### config.mk
export PLATFORM = sky130hd
export DESIGN_NAME = thermometer_scratchpad_decoder_top
export DESIGN_NICKNAME = d
export VERILOG_FILES = /design/src/sv/tsd_pkg.sv /design/src/sv/tsd_ctrl.sv /design/src/sv/tsd_dp.sv /design/src/sv/thermometer_scratchpad_decoder_top.sv
export SDC_FILE = /design/constraint.sdc
export NUM_CORES = 1
export LEC_CHECK = 0
export BUFFER_PORTS_ARGS = -buffer_cell sky130_fd_sc_hd__buf_2
export CORE_ASPECT_RATIO = 0.5
export CORE_MARGIN = 10
export CORE_UTILIZATION = 45
export DETAILED_ROUTE_END_ITERATION = 6
export HOLD_SLACK_MARGIN = 0.1
export MAX_ROUTING_LAYER = met4
export SYNTH_ARGS = -nofsm -noshare
export SYNTH_HDL_FRONTEND = slang
export SYNTH_SLANG_ARGS = --single-unit
export TNS_END_PERCENT = 30
### constraint.sdc
create_clock -name aclk -period 12.7 [get_ports aclk]
set_input_delay 3.175 -clock aclk [delete_from_list [all_inputs] [get_ports aclk]]
set_output_delay 3.175 -clock aclk [all_outputs]
set_load 0.01 [all_outputs]
### src/sv/tsd_pkg.sv
// shared types, constants and the crc-8 function of the thermometer scratchpad decoder
// no dependencies; used by tsd_ctrl, tsd_dp and the top level
package tsd_pkg;

    localparam int PAD_W      = 8;
    localparam int POS_W      = 4;
    localparam int TEMP_W     = 12;
    localparam int ALARM_W    = 8;
    localparam int STATUS_W   = 2;
    localparam int IN_DATA_W  = 8;
    localparam int OUT_DATA_W = 32;

    localparam logic [POS_W-1:0] POS_TEMP_LSB = 4'd0;
    localparam logic [POS_W-1:0] POS_TEMP_MSB = 4'd1;
    localparam logic [POS_W-1:0] POS_TH       = 4'd2;
    localparam logic [POS_W-1:0] POS_TL       = 4'd3;
    localparam logic [POS_W-1:0] POS_CREM     = 4'd6;
    localparam logic [POS_W-1:0] POS_CPD      = 4'd7;
    localparam logic [POS_W-1:0] POS_CHECK    = 4'd8;
    localparam logic [POS_W-1:0] POS_IDLE     = 4'd9;

    localparam logic [PAD_W-1:0] CRC_POLY = 8'h8C;

    localparam logic [STATUS_W-1:0] ST_GOOD    = 2'd0;
    localparam logic [STATUS_W-1:0] ST_CRC_ERR = 2'd1;
    localparam logic [STATUS_W-1:0] ST_NO_CPD  = 2'd2;

    // restoring divider by the count per degree, reciprocal scaling to tenths
    localparam int DIV_W     = 19;
    localparam int DIV_CNT_W = $clog2(DIV_W + 1);
    localparam int SCALED_W  = 18;
    localparam int MILLI_W   = 21;

    localparam logic [SCALED_W-1:0]      MILLI_PER_DEG = 18'd1000;
    localparam logic signed [MILLI_W-1:0] MILLI_PER_DEG_S = 21'sd1000;
    localparam logic signed [MILLI_W-1:0] HALF_STEP_MILLI = 21'sd250;

    // ceil(2^26 / 100), exact quotient by 100 for any 19-bit dividend
    localparam int RECIP_W     = 20;
    localparam int RECIP_SHIFT = 26;
    localparam int PROD_W      = DIV_W + RECIP_W;
    localparam logic [RECIP_W-1:0] TENTHS_RECIP = 20'd671089;

    localparam logic [TEMP_W-1:0] TEMP_MAX = 12'h7FF;
    localparam logic [TEMP_W-1:0] TEMP_MIN = 12'h800;

    typedef enum logic [3:0] {
        S_IDLE = 4'b0001,
        S_DIV1 = 4'b0010,
        S_DIV2 = 4'b0100,
        S_OUT  = 4'b1000
    } state_t;

    typedef struct packed {
        logic take_byte;
        logic start_scale;
        logic start_tenths;
        logic finish_tenths;
        logic load_out;
    } cmd_t;

    typedef struct packed {
        logic check_byte;
        logic frame_good;
        logic div_busy;
    } stat_t;

    function automatic logic [PAD_W-1:0] crc8_update(input logic [PAD_W-1:0] crc,
                                                     input logic [PAD_W-1:0] b);
        logic [PAD_W-1:0] c;
        c = crc ^ b;
        for (int k = 0; k < PAD_W; k++) begin
            if (c[0]) begin
                c = (c >> 1) ^ CRC_POLY;
            end else begin
                c = c >> 1;
            end
        end
        return c;
    endfunction

endpackage

### src/sv/tsd_ctrl.sv
// controller of the thermometer scratchpad decoder: frame state machine and output valid
// depends on tsd_pkg; drives tsd_dp through cmd_t, reads stat_t
module tsd_ctrl (
    input  logic          aclk,
    input  logic          aresetn,
    input  logic          s_tvalid,
    output logic          s_tready,
    output logic          m_tvalid,
    input  logic          m_tready,
    input  tsd_pkg::stat_t stat,
    output tsd_pkg::cmd_t  cmd
);
    import tsd_pkg::*;

    state_t state_reg, state_next;
    logic   out_valid_reg, out_valid_next;
    logic   accept;
    logic   out_free;

    assign s_tready = (state_reg == S_IDLE);
    assign m_tvalid = out_valid_reg;
    assign accept   = s_tvalid && s_tready;
    assign out_free = !out_valid_reg || m_tready;

    always_comb begin
        state_next       = state_reg;
        out_valid_next   = out_valid_reg;
        cmd              = '0;
        cmd.take_byte    = accept;
        if (out_valid_reg && m_tready) begin
            out_valid_next = 1'b0;
        end
        unique case (state_reg)
            S_IDLE: begin
                if (accept && stat.check_byte) begin
                    if (stat.frame_good) begin
                        cmd.start_scale = 1'b1;
                        state_next      = S_DIV1;
                    end else begin
                        state_next = S_OUT;
                    end
                end
            end
            S_DIV1: begin
                if (!stat.div_busy) begin
                    cmd.start_tenths = 1'b1;
                    state_next       = S_DIV2;
                end
            end
            S_DIV2: begin
                cmd.finish_tenths = 1'b1;
                state_next        = S_OUT;
            end
            S_OUT: begin
                if (out_free) begin
                    cmd.load_out   = 1'b1;
                    out_valid_next = 1'b1;
                    state_next     = S_IDLE;
                end
            end
            default: begin
                state_next = S_IDLE;
            end
        endcase
    end

    always_ff @(posedge aclk) begin
        if (!aresetn) begin
            state_reg     <= S_IDLE;
            out_valid_reg <= 1'b0;
        end else begin
            state_reg     <= state_next;
            out_valid_reg <= out_valid_next;
        end
    end

endmodule

### src/sv/tsd_dp.sv
// datapath of the thermometer scratchpad decoder: byte capture, crc-8, divider, output
// depends on tsd_pkg; commanded by tsd_ctrl
module tsd_dp (
    input  logic                              aclk,
    input  logic                              aresetn,
    input  logic                              frame_start,
    input  logic [tsd_pkg::PAD_W-1:0]         pad_byte,
    input  tsd_pkg::cmd_t                     cmd,
    output tsd_pkg::stat_t                    stat,
    output logic signed [tsd_pkg::TEMP_W-1:0] temperature_tenths,
    output logic signed [tsd_pkg::ALARM_W-1:0] alarm_high,
    output logic signed [tsd_pkg::ALARM_W-1:0] alarm_low,
    output logic [tsd_pkg::STATUS_W-1:0]      status
);
    import tsd_pkg::*;

    logic [POS_W-1:0] pos_reg, pos_next;
    logic [PAD_W-1:0] crc_reg, crc_next;
    logic [PAD_W-1:0] temp_lsb_reg, temp_msb_reg, th_reg, tl_reg, crem_reg, cpd_reg;
    logic [STATUS_W-1:0] status_reg, status_next;

    logic [POS_W-1:0] pos_eff;
    logic [PAD_W-1:0] crc_eff;
    logic [PAD_W-1:0] crc_upd;

    // divider
    logic [DIV_W-1:0]     quo_reg, quo_next;
    logic [PAD_W-1:0]     rem_reg, rem_next;
    logic [PAD_W-1:0]     dvs_reg, dvs_next;
    logic                 neg_reg, neg_next;
    logic [DIV_CNT_W-1:0] cnt_reg, cnt_next;
    logic [PAD_W:0]       trial;
    logic                 trial_ge;
    logic [PROD_W-1:0]    tenths_prod;

    logic signed [MILLI_W-1:0] base_reg, base_next;
    logic signed [PAD_W:0]     diff;
    logic [PAD_W:0]            diff_abs;
    logic [SCALED_W-1:0]       scaled;
    logic signed [PAD_W-1:0]   whole_deg;
    logic signed [MILLI_W-1:0] frac_s;
    logic signed [MILLI_W-1:0] milli;
    logic [MILLI_W-1:0]        milli_abs;

    logic [TEMP_W-1:0]  t_sat;
    logic [ALARM_W-1:0] ah_dec, al_dec;

    logic [TEMP_W-1:0]   temp_out_reg;
    logic [ALARM_W-1:0]  ah_out_reg, al_out_reg;
    logic [STATUS_W-1:0] st_out_reg;

    assign pos_eff = frame_start ? '0 : pos_reg;
    assign crc_eff = frame_start ? '0 : crc_reg;
    assign crc_upd = crc8_update(crc_eff, pad_byte);

    assign stat.check_byte = (pos_eff == POS_CHECK);
    assign stat.frame_good = (crc_eff == pad_byte) && (cpd_reg != '0);
    assign stat.div_busy   = (cnt_reg != '0);

    // byte capture and crc
    always_comb begin
        pos_next    = pos_reg;
        crc_next    = crc_reg;
        status_next = status_reg;
        if (cmd.take_byte) begin
            if (pos_eff < POS_CHECK) begin
                pos_next = pos_eff + 4'd1;
                crc_next = crc_upd;
            end else if (pos_eff == POS_CHECK) begin
                pos_next = POS_IDLE;
                crc_next = crc_eff;
                priority if (crc_eff != pad_byte) begin
                    status_next = ST_CRC_ERR;
                end else if (cpd_reg == '0) begin
                    status_next = ST_NO_CPD;
                end else begin
                    status_next = ST_GOOD;
                end
            end else begin
                pos_next = pos_eff;
                crc_next = crc_eff;
            end
        end
    end

    always_ff @(posedge aclk) begin
        if (!aresetn) begin
            pos_reg      <= '0;
            crc_reg      <= '0;
            temp_lsb_reg <= '0;
            temp_msb_reg <= '0;
            th_reg       <= '0;
            tl_reg       <= '0;
            crem_reg     <= '0;
            cpd_reg      <= '0;
            status_reg   <= ST_GOOD;
        end else begin
            pos_reg    <= pos_next;
            crc_reg    <= crc_next;
            status_reg <= status_next;
            if (cmd.take_byte) begin
                unique case (pos_eff)
                    POS_TEMP_LSB: temp_lsb_reg <= pad_byte;
                    POS_TEMP_MSB: temp_msb_reg <= pad_byte;
                    POS_TH:       th_reg       <= pad_byte;
                    POS_TL:       tl_reg       <= pad_byte;
                    POS_CREM:     crem_reg     <= pad_byte;
                    POS_CPD:      cpd_reg      <= pad_byte;
                    default: begin
                    end
                endcase
            end
        end
    end

    // operands of the division and the tenths scaling
    assign diff      = $signed({1'b0, cpd_reg}) - $signed({1'b0, crem_reg});
    assign diff_abs  = diff[PAD_W] ? 9'(-diff) : diff;
    assign scaled    = {{(SCALED_W-PAD_W){1'b0}}, diff_abs[PAD_W-1:0]} * MILLI_PER_DEG;
    assign whole_deg = $signed({temp_msb_reg[0], temp_lsb_reg[PAD_W-1:1]});
    assign frac_s    = neg_reg ? -$signed({{(MILLI_W-DIV_W){1'b0}}, quo_reg})
                               :  $signed({{(MILLI_W-DIV_W){1'b0}}, quo_reg});
    assign milli     = base_reg + frac_s;
    assign milli_abs = milli[MILLI_W-1] ? MILLI_W'(-milli) : milli;

    // quotient by 100 through the reciprocal
    assign tenths_prod = {{RECIP_W{1'b0}}, quo_reg} * {{DIV_W{1'b0}}, TENTHS_RECIP};

    // restoring divider, one quotient bit per cycle
    assign trial    = {rem_reg, quo_reg[DIV_W-1]};
    assign trial_ge = (trial >= {1'b0, dvs_reg});

    always_comb begin
        quo_next  = quo_reg;
        rem_next  = rem_reg;
        dvs_next  = dvs_reg;
        neg_next  = neg_reg;
        cnt_next  = cnt_reg;
        base_next = base_reg;
        priority if (cmd.start_scale) begin
            quo_next  = {{(DIV_W-SCALED_W){1'b0}}, scaled};
            rem_next  = '0;
            dvs_next  = cpd_reg;
            neg_next  = diff[PAD_W];
            cnt_next  = DIV_CNT_W'(DIV_W);
            base_next = $signed({{(MILLI_W-PAD_W){whole_deg[PAD_W-1]}}, whole_deg})
                        * MILLI_PER_DEG_S - HALF_STEP_MILLI;
        end else if (cmd.start_tenths) begin
            quo_next = milli_abs[DIV_W-1:0];
            neg_next = milli[MILLI_W-1];
        end else if (cmd.finish_tenths) begin
            quo_next = {{(DIV_W-PROD_W+RECIP_SHIFT){1'b0}},
                        tenths_prod[PROD_W-1:RECIP_SHIFT]};
        end else if (cnt_reg != '0) begin
            rem_next = trial_ge ? 8'(trial - {1'b0, dvs_reg}) : trial[PAD_W-1:0];
            quo_next = {quo_reg[DIV_W-2:0], trial_ge};
            cnt_next = cnt_reg - 1'b1;
        end
    end

    always_ff @(posedge aclk) begin
        if (!aresetn) begin
            cnt_reg <= '0;
        end else begin
            cnt_reg <= cnt_next;
        end
        quo_reg  <= quo_next;
        rem_reg  <= rem_next;
        dvs_reg  <= dvs_next;
        neg_reg  <= neg_next;
        base_reg <= base_next;
    end

    // saturation and threshold decode
    always_comb begin
        if (!neg_reg) begin
            t_sat = (quo_reg > DIV_W'(TEMP_MAX)) ? TEMP_MAX : quo_reg[TEMP_W-1:0];
        end else begin
            t_sat = (quo_reg > DIV_W'(TEMP_MIN)) ? TEMP_MIN : TEMP_W'(-quo_reg[TEMP_W-1:0]);
        end
    end

    assign ah_dec = th_reg[ALARM_W-1] ? ALARM_W'(-{1'b0, th_reg[ALARM_W-2:0]})
                                      : {1'b0, th_reg[ALARM_W-2:0]};
    assign al_dec = tl_reg[ALARM_W-1] ? ALARM_W'(-{1'b0, tl_reg[ALARM_W-2:0]})
                                      : {1'b0, tl_reg[ALARM_W-2:0]};

    always_ff @(posedge aclk) begin
        if (cmd.load_out) begin
            st_out_reg <= status_reg;
            if (status_reg == ST_GOOD) begin
                temp_out_reg <= t_sat;
                ah_out_reg   <= ah_dec;
                al_out_reg   <= al_dec;
            end else begin
                temp_out_reg <= '0;
                ah_out_reg   <= '0;
                al_out_reg   <= '0;
            end
        end
    end

    assign temperature_tenths = $signed(temp_out_reg);
    assign alarm_high         = $signed(ah_out_reg);
    assign alarm_low          = $signed(al_out_reg);
    assign status             = st_out_reg;

endmodule

### src/sv/thermometer_scratchpad_decoder_top.sv
// top level of the thermometer scratchpad decoder
// depends on tsd_pkg, tsd_ctrl and tsd_dp
//
// Takes the nine scratchpad bytes one per transaction (s_tuser marks byte 0) and, after
// the check byte, returns one transaction with temperature in tenths of a degree, both
// alarm thresholds and a status (0 good, 1 crc mismatch, 2 zero count per degree).
// Bytes 0 to 7 are captured and folded into the crc. The check byte of a good frame runs a
// restoring divider by the count per degree, then scales the sum to tenths through a
// reciprocal multiply; its result is loaded in state S_OUT once the output register is
// free, and the next byte is taken in the cycle after that load at the earliest. A bad
// frame's result goes from the check byte straight to S_OUT and is loaded there the same way.
// Input is not taken during that work; a finished result waits in the output register
// without holding up further bytes until the next check byte finds it still waiting.
module thermometer_scratchpad_decoder_top (
    input  logic                              aclk,
    input  logic                              aresetn,
    input  logic                              s_tvalid,
    output logic                              s_tready,
    input  logic [tsd_pkg::IN_DATA_W-1:0]     s_tdata,   // [7:0] pad_byte
    input  logic                              s_tuser,   // frame_start
    output logic                              m_tvalid,
    input  logic                              m_tready,
    // [11:0] temperature_tenths, [19:12] alarm_high, [27:20] alarm_low, [31:28] zero
    output logic [tsd_pkg::OUT_DATA_W-1:0]    m_tdata,
    output logic [tsd_pkg::STATUS_W-1:0]      m_tuser    // status
);
    import tsd_pkg::*;

    cmd_t  cmd;
    stat_t stat;

    logic signed [TEMP_W-1:0]  temperature_tenths;
    logic signed [ALARM_W-1:0] alarm_high;
    logic signed [ALARM_W-1:0] alarm_low;
    logic [STATUS_W-1:0]       status;

    tsd_ctrl u_ctrl (
        .aclk     (aclk),
        .aresetn  (aresetn),
        .s_tvalid (s_tvalid),
        .s_tready (s_tready),
        .m_tvalid (m_tvalid),
        .m_tready (m_tready),
        .stat     (stat),
        .cmd      (cmd)
    );

    tsd_dp u_dp (
        .aclk               (aclk),
        .aresetn            (aresetn),
        .frame_start        (s_tuser),
        .pad_byte           (s_tdata[PAD_W-1:0]),
        .cmd                (cmd),
        .stat               (stat),
        .temperature_tenths (temperature_tenths),
        .alarm_high         (alarm_high),
        .alarm_low          (alarm_low),
        .status             (status)
    );

    assign m_tdata = {{(OUT_DATA_W-TEMP_W-2*ALARM_W){1'b0}},
                      alarm_low, alarm_high, temperature_tenths};
    assign m_tuser = status;

endmodule
==> results of run 1 <==
[how the worst min path moves through the flow]
| stage | startpoint | to | slack [ns] | cells past startpoint |
|---|---|---|---|---|
| final | u_dp.rem_reg[7]$_SDFFE_PP0P_ | u_dp.rem_reg[7]$_SDFFE_PP0P_ | 0.46 | 2 |
| after global routing | u_dp.rem_reg[7]$_SDFFE_PP0P_ | u_dp.rem_reg[7]$_SDFFE_PP0P_ | 0.51 | 2 |
| after CTS | u_dp.rem_reg[7]$_SDFFE_PP0P_ | u_dp.rem_reg[7]$_SDFFE_PP0P_ | 0.47 | 2 |
| after detailed placement | u_dp.rem_reg[7]$_SDFFE_PP0P_ | u_dp.rem_reg[7]$_SDFFE_PP0P_ | 0.46 | 2 |
| after global placement | u_dp.rem_reg[7]$_SDFFE_PP0P_ | u_dp.rem_reg[7]$_SDFFE_PP0P_ | 0.45 | 2 |
| after floorplan | u_dp.status_reg[0]$_SDFFE_PN0P_ | u_dp.status[0]$_DFFE_PP_ | 0.44 | 0 |
[per-stage QoR]
stage	hold slack, ns	std cells	setup WS, ns	instance area (um2)	utilization, %
after global placement	0.448	2530	5.62	19300	47.6
after floorplan	0.437	1995	6.38	18500	-
after detailed placement	0.460	2530	5.49	19300	47.6
after global routing	0.511	2562	4.91	19900	49.2
after CTS	0.469	2562	5.46	19900	49.2
final	0.464	2562	5.53	19900	49.2
[synthesized netlist by cell type (all sizes together), types with 7 or more instances]
cell and count:
and2 12, nor2b 39, dfxtp 76, nor4b 8
a221oi 9, and3 8, nand3 51, xnor2 100
buf 13, mux2i 22, o21a 7, a211oi 17
o31ai 14, a21o 28, nand2b 19, ha 298
nor4 10, nand4 18, nor3 26, o21ai 59
fa 173, nor2 125, edfxtp 72, a21oi 83
nand2 137, xor2 48, a21boi 36, clkbuf 49
a31oi 19, inv 324
[cell families (layout without fill, tap and decap cells)]
group / count (synthesis) / in the layout / share of synthesized area (%)
AOI/OAI and AO/OA: 333 / 333 / 12.1
xor gates and xnor gates: 148 / 148 / 7.16
adders and majority gates: 471 / 471 / 38.8
buffers and inverters: 386 / 413 / 7.95
DFF: 148 / 148 / 19.9
muxes: 22 / 22 / 1.19
other: 1 / 4 / 0.0202
and+or+nand+nor: 483 / 483 / 12.9
[per-layer routing]
layer  part of all wire (%)  track usage (%)  routed length, um
met2                     45             29.7              20200
met1                     48             24.1              21500
met5                      0                -                  0
met3                    3.9             1.87               1740
met4                    2.3             5.63               1030
[layout make-up]
| class | count | area, um2 |
|---|---|---|
| Sequential cell | 148 | 3680 |
| Inverter | 324 | 1220 |
| Fill cell | 3838 | 20600 |
| Timing Repair Buffer | 57 | 318 |
| Clock inverter | 13 | 218 |
| Tap cell | 540 | 676 |
| Multi-Input combinational cell | 1461 | 13400 |
| Clock buffer | 19 | 433 |
[worst max-delay path, stage by stage, from the launching register on]
cell,delay [ns]
dfxtp_1,0.37
inv_1,0.06
ha_1,0.22
fa_1,0.41
nor2b_1,0.12
o21ai_0,0.08
nand2b_1,0.11
a21o_1,0.12
a21oi_1,0.09
o21ai_1,0.57
nor2_1,0.11
xnor2_1,0.70
inv_1,0.13
fa_1,0.54
fa_1,0.44
fa_1,0.50
fa_1,0.54
inv_1,0.04
ha_1,0.28
inv_1,0.12
nor2_1,0.06
nor2_1,0.15
o21bai_1,0.08
a21oi_1,0.20
o21ai_0,0.19
and4b_1,0.23
nor4_1,0.34
a211oi_1,0.09
==> results.tsv, run 1 <==
metric	value	unit
Arr. time, crit path	7.31	ns
Worst EP required	12.84	ns
Worst Skew	0.00808	ns
cts hold-fix bufs	0	
RR Startpoint	u_dp.cpd_reg[0]$_SDFFE_PN0P_	
Setup Viol. Count Final	0	
total gr overflow	0	
post-route ant nets	0	
setup TNS	0	ns
Slew @ Worst Pin	1.23	ns
most frequent cells in the layout	inv_1, ha_1, fa_1	
CP Launch Type	flop	
clock-pin slew of the registers on the worst-case setup and hold paths	0.06	ns
layout cells sized above 1	5.49	%
Longest Clk Path Bufs	2	
IO Count	49	
Reg2Reg Depth	27	
status	complete, no violations	
Post-CTS Resized	0	
Ys Warns	0	
PortBufs	44	
Max FO, Critical Path	8	
ys async rst share	0	%
fin. max-slew vios	0	
most common cell after layout, fill and taps aside	inv_1	
drt initial violations	856	
Core Area	40500	um2
Antenna Cells	0	
fmax	140	MHz
Max Cap Viol	0	
Nets	2493	
detailed-route via count	13600	
initial antenna violation count	0	
vias in the first global route	13600	
GR Util All Layers	18.3	%
register area share after synthesis	19.9	%
Starting Density	45.7	%
Placer Congestion	0.925	
WL/cell	17.4	um
top_reg_cell synth	dfxtp_1	
CP Launch Point	u_dp.cpd_reg[0]$_SDFFE_PN0P_	
htree depth	4	
post-synth cell types	76	
CTS Root Buffer Type	clkbuf_16	
cells after synthesis	1992	
pin count of the biggest net entering global routing	64	
FP Rows	52	
die height	164	um
first-pass GRT wire length	71900	um
Largest register FFs	19	
RSZ-0062 raised after global routing	false	
R2R setup slack	5.53	ns
element type at the critical path end	flop	
max_slew headroom	17.2	%
HPWL after detailed placement	36000	um
postcts setup bufs	0	
number of remaining DRC errors	0	
Area Overhead vs Synth	7.58	%
Crit Path Class	flop to flop	
post-synthesis register bit count	148	
insertion delay to the later sink of the worst-skew pair	0.43	ns
hold violation count in the final report	0	
vias per cell	5.30	
CTS tree	done	
Area contributors post-synth	ha_1, fa_1, edfxtp_1	
EDFF count, synth	72	
WL final	44500	um
fin crit period	7.17	ns
HP Class	flop to flop	
DIE AREA	50200	um2
DIE WIDTH	307	um
fin crit share	56.4	%
Crit Reg-Reg Endpoint	u_dp.quo_reg[16]$_DFFE_PP_	
largest area contributor in the netlist	ha_1	
CTS Sinks	148	
worst setup path end	u_dp.quo_reg[16]$_DFFE_PP_	
top cell type's share of synthesized area	20.1	%
TritonCTS buffer count	17	
Cell Area, Synth	18500	um2
Mapped Avg Cell Area	9.30	um2
1st-pass router iterations	6	
Power of run 1 is not shown: default switching activity piles up to over one toggle a cycle in this logic, so the estimate is an artifact.
==> run 2: changes to the inputs <==
==> constraint.sdc (replaced) <==
create_clock -name aclk -period 5.8 [get_ports aclk]
set_input_delay 1.45 -clock aclk [delete_from_list [all_inputs] [get_ports aclk]]
set_output_delay 1.45 -clock aclk [all_outputs]
set_load 0.01 [all_outputs]
==> run 2 against run 1 <==
- final area up 7.7%
- critical path type unchanged
- the flow now finishes with violations (design-rule violations, negative setup slack)
- die area unchanged
- critical endpoint is now u_dp.quo_reg[11]$_DFFE_PP_
- global-route usage up 0.92 points
- critical path depth down 8
- worst hold slack worse by 0.0015 ns
- via count up 4.2%
- sequential share of layout area down 1.3 points
==> results.tsv, run 2 (synthesized netlist as in run 1, its figures left out) <==
metric	value	unit	change
GR Util All Layers	19.3	%	+0.92 points
Area Overhead vs Synth	15.9	%	
CP bufs+invs	3		-1
clock-pin slew of the registers on the worst-case setup and hold paths	0.07	ns	about the same
FILL cells	3742		-2.5%
Nets	2658		+6.6%
CP Launch Type	flop		
fmax	168	MHz	+20%
first-pass GRT wire length	75200	um	+4.6%
HP Class	flop to flop		
PortBufs	44		unchanged
Arr. time, crit path	6.26	ns	-1.05 ns
DIE AREA	50200	um2	unchanged
Longest Clk Path Bufs	2		unchanged
critical path's most frequent cell	fa_1		
failing checks	design-rule violations, negative setup slack		
hold violation count in the final report	0		unchanged
fin crit share	103	%	+46 points
TritonCTS buffer count	17		unchanged
detailed-route via count	14200		+4.2%
initial antenna violation count	0		unchanged
crit path max-delay cell type	fa_1		
Final Util	53.0	%	+3.8 points
vias per cell	5.19		-2.1%
delay of the slowest critical-path stage	0.56	ns	-0.14 ns
Placer Congestion	0.927		+0.19%
CTS Sinks	148		unchanged
vias in the first global route	13900		+2.2%
status	finished, violations left		
total gr overflow	0		unchanged
die height	164	um	unchanged
DIE WIDTH	307	um	unchanged
CTS Root Buffer Type	clkbuf_16		
WL final	46600	um	+4.7%
most common cell after layout, fill and taps aside	inv_1		
Starting Density	45.7	%	unchanged
layout cells sized above 1	15.5	%	+10 points
Crit Path Class	flop to flop		
largest delay contributor family on the critical path	adder cells		
IO Count	49		unchanged
fin crit period	5.95	ns	-1.21 ns
hold_ws	0.463	ns	-0.00150 ns
Setup Viol. Count Final	12		+12
Max Cap Viol	0		unchanged
worst setup margin	-0.151	ns	-5.69 ns
CP Cell Sequence	buf_4 > ha_1 > fa_1 > fa_1 > fa_1 > fa_1 > inv_1 > fa_1 > inv_1 > ha_1 > and4_1 > and2_4 > a31oi_2 > nand3_4 > a211o_1 > a31o_2 > and4_1 > a21oi_1 > o211a_1		
WL/cell	17.1	um	-1.6%
most frequent cells in the layout	inv_1, ha_1, buf_4		
RSZ-0062 raised after global routing	true		
FP Rows	52		unchanged
Max FO, Critical Path	6		-2
Worst Skew	0.0157	ns	+0.00759 ns
CTS tree	done		
htree depth	4		unchanged
1st-pass router iterations	7		+1
HPWL after detailed placement	38700	um	+7.6%
insertion delay to the later sink of the worst-skew pair	0.45	ns	+0.02 ns
Worst EP required	6.11	ns	-6.73 ns
Slew @ Worst Pin	1.01	ns	-0.226 ns
drt initial violations	846		-1.2%
Antenna Cells	0		unchanged
pin count of the biggest net entering global routing	64		unchanged
max_slew headroom	32.8	%	+16 points
post-route ant nets	0		unchanged
Core Area	40500	um2	unchanged
Largest register FFs	19		unchanged
number of remaining DRC errors	5		+5
element type at the critical path end	flop		
fin. max-slew vios	0		unchanged
[run 2: cell count changes in the layout (fill, tap and decap cells not counted), moves of 6 or more]
cell	before	now
inv_1	323	311
inv_2	1	12
buf_4	13	173
a21oi_2	1	7
nor2_1	125	119
ha_4	0	9
a21oi_1	82	75
ha_1	298	287
[run 2: worst register-to-register path, cell delays in order, from the launching register on]
cell and delay, ns:
edfxtp_1 0.46, buf_4 0.18, ha_1 0.32, fa_1 0.47, fa_1 0.56, fa_1 0.46, fa_1 0.55, inv_1 0.05
fa_1 0.53, inv_1 0.04, ha_1 0.29, and4_1 0.23, and2_4 0.15, a31oi_2 0.22, nand3_4 0.18, a211o_1 0.36
a31o_2 0.27, and4_1 0.21, a21oi_1 0.11, o211a_1 0.17
[run 2: area by class of cell]
| type | instances | area [um2] | area share (%) |
|---|---|---|---|
| clock buffer | 18 | 439 | 2.04 |
| tap | 540 | 676 | 3.15 |
| sequential | 148 | 3680 | 17.2 |
| clock inverter | 14 | 155 | 0.722 |
| inverter | 324 | 1220 | 5.67 |
| timing repair buffer | 222 | 1580 | 7.37 |
| multi-input combinational | 1461 | 13700 | 63.9 |
[run 2: metrics by stage]
step,worst slack [ns],TNS (ns),cell area (um2),cells
6_report,-0.151,-0.856,21500,2727
5_1_grt,-0.457,-4.60,21500,2727
4_1_cts,-0.134,-0.959,21200,2720
3_5_place_dp,-0.378,-2.62,20500,2684
3_3_place_gp,-0.340,-1.54,20500,2684
2_1_floorplan,-0.0000573,-0.0000573,18600,1995
[run 2: final timing paths]
check,startpoint,endpoint,slack (ns),depth (start not counted)
worst max register to register,u_dp.quo_reg[16]$_DFFE_PP_,u_dp.quo_reg[11]$_DFFE_PP_,-0.15,19
worst max-delay path,u_dp.quo_reg[16]$_DFFE_PP_,u_dp.quo_reg[11]$_DFFE_PP_,-0.15,19
worst min register to register,u_dp.rem_reg[7]$_SDFFE_PP0P_,u_dp.rem_reg[7]$_SDFFE_PP0P_,0.46,2
worst min-delay path,u_dp.rem_reg[7]$_SDFFE_PP0P_,u_dp.rem_reg[7]$_SDFFE_PP0P_,0.46,2
[run 2: routing by layer]
metal | vias to the layer above | global-route usage (%) | wire [um]
met3 | 54 | 1.94 | 1680
met5 | - | - | 0
li1 | 7053 | - | -
met2 | 270 | 30.5 | 21200
met1 | 6777 | 26.3 | 22800
met4 | 0 | 4.73 | 926
[run 2: what timing repair did]
item	in CTS	in global routing
gates resized for setup	17	43
hold buffers	0	0
pin swaps	38	28
cloned	0	0
buffers inserted	4	7
setup endpoints to repair	15	18
Power of run 2 is left out for the same reason.
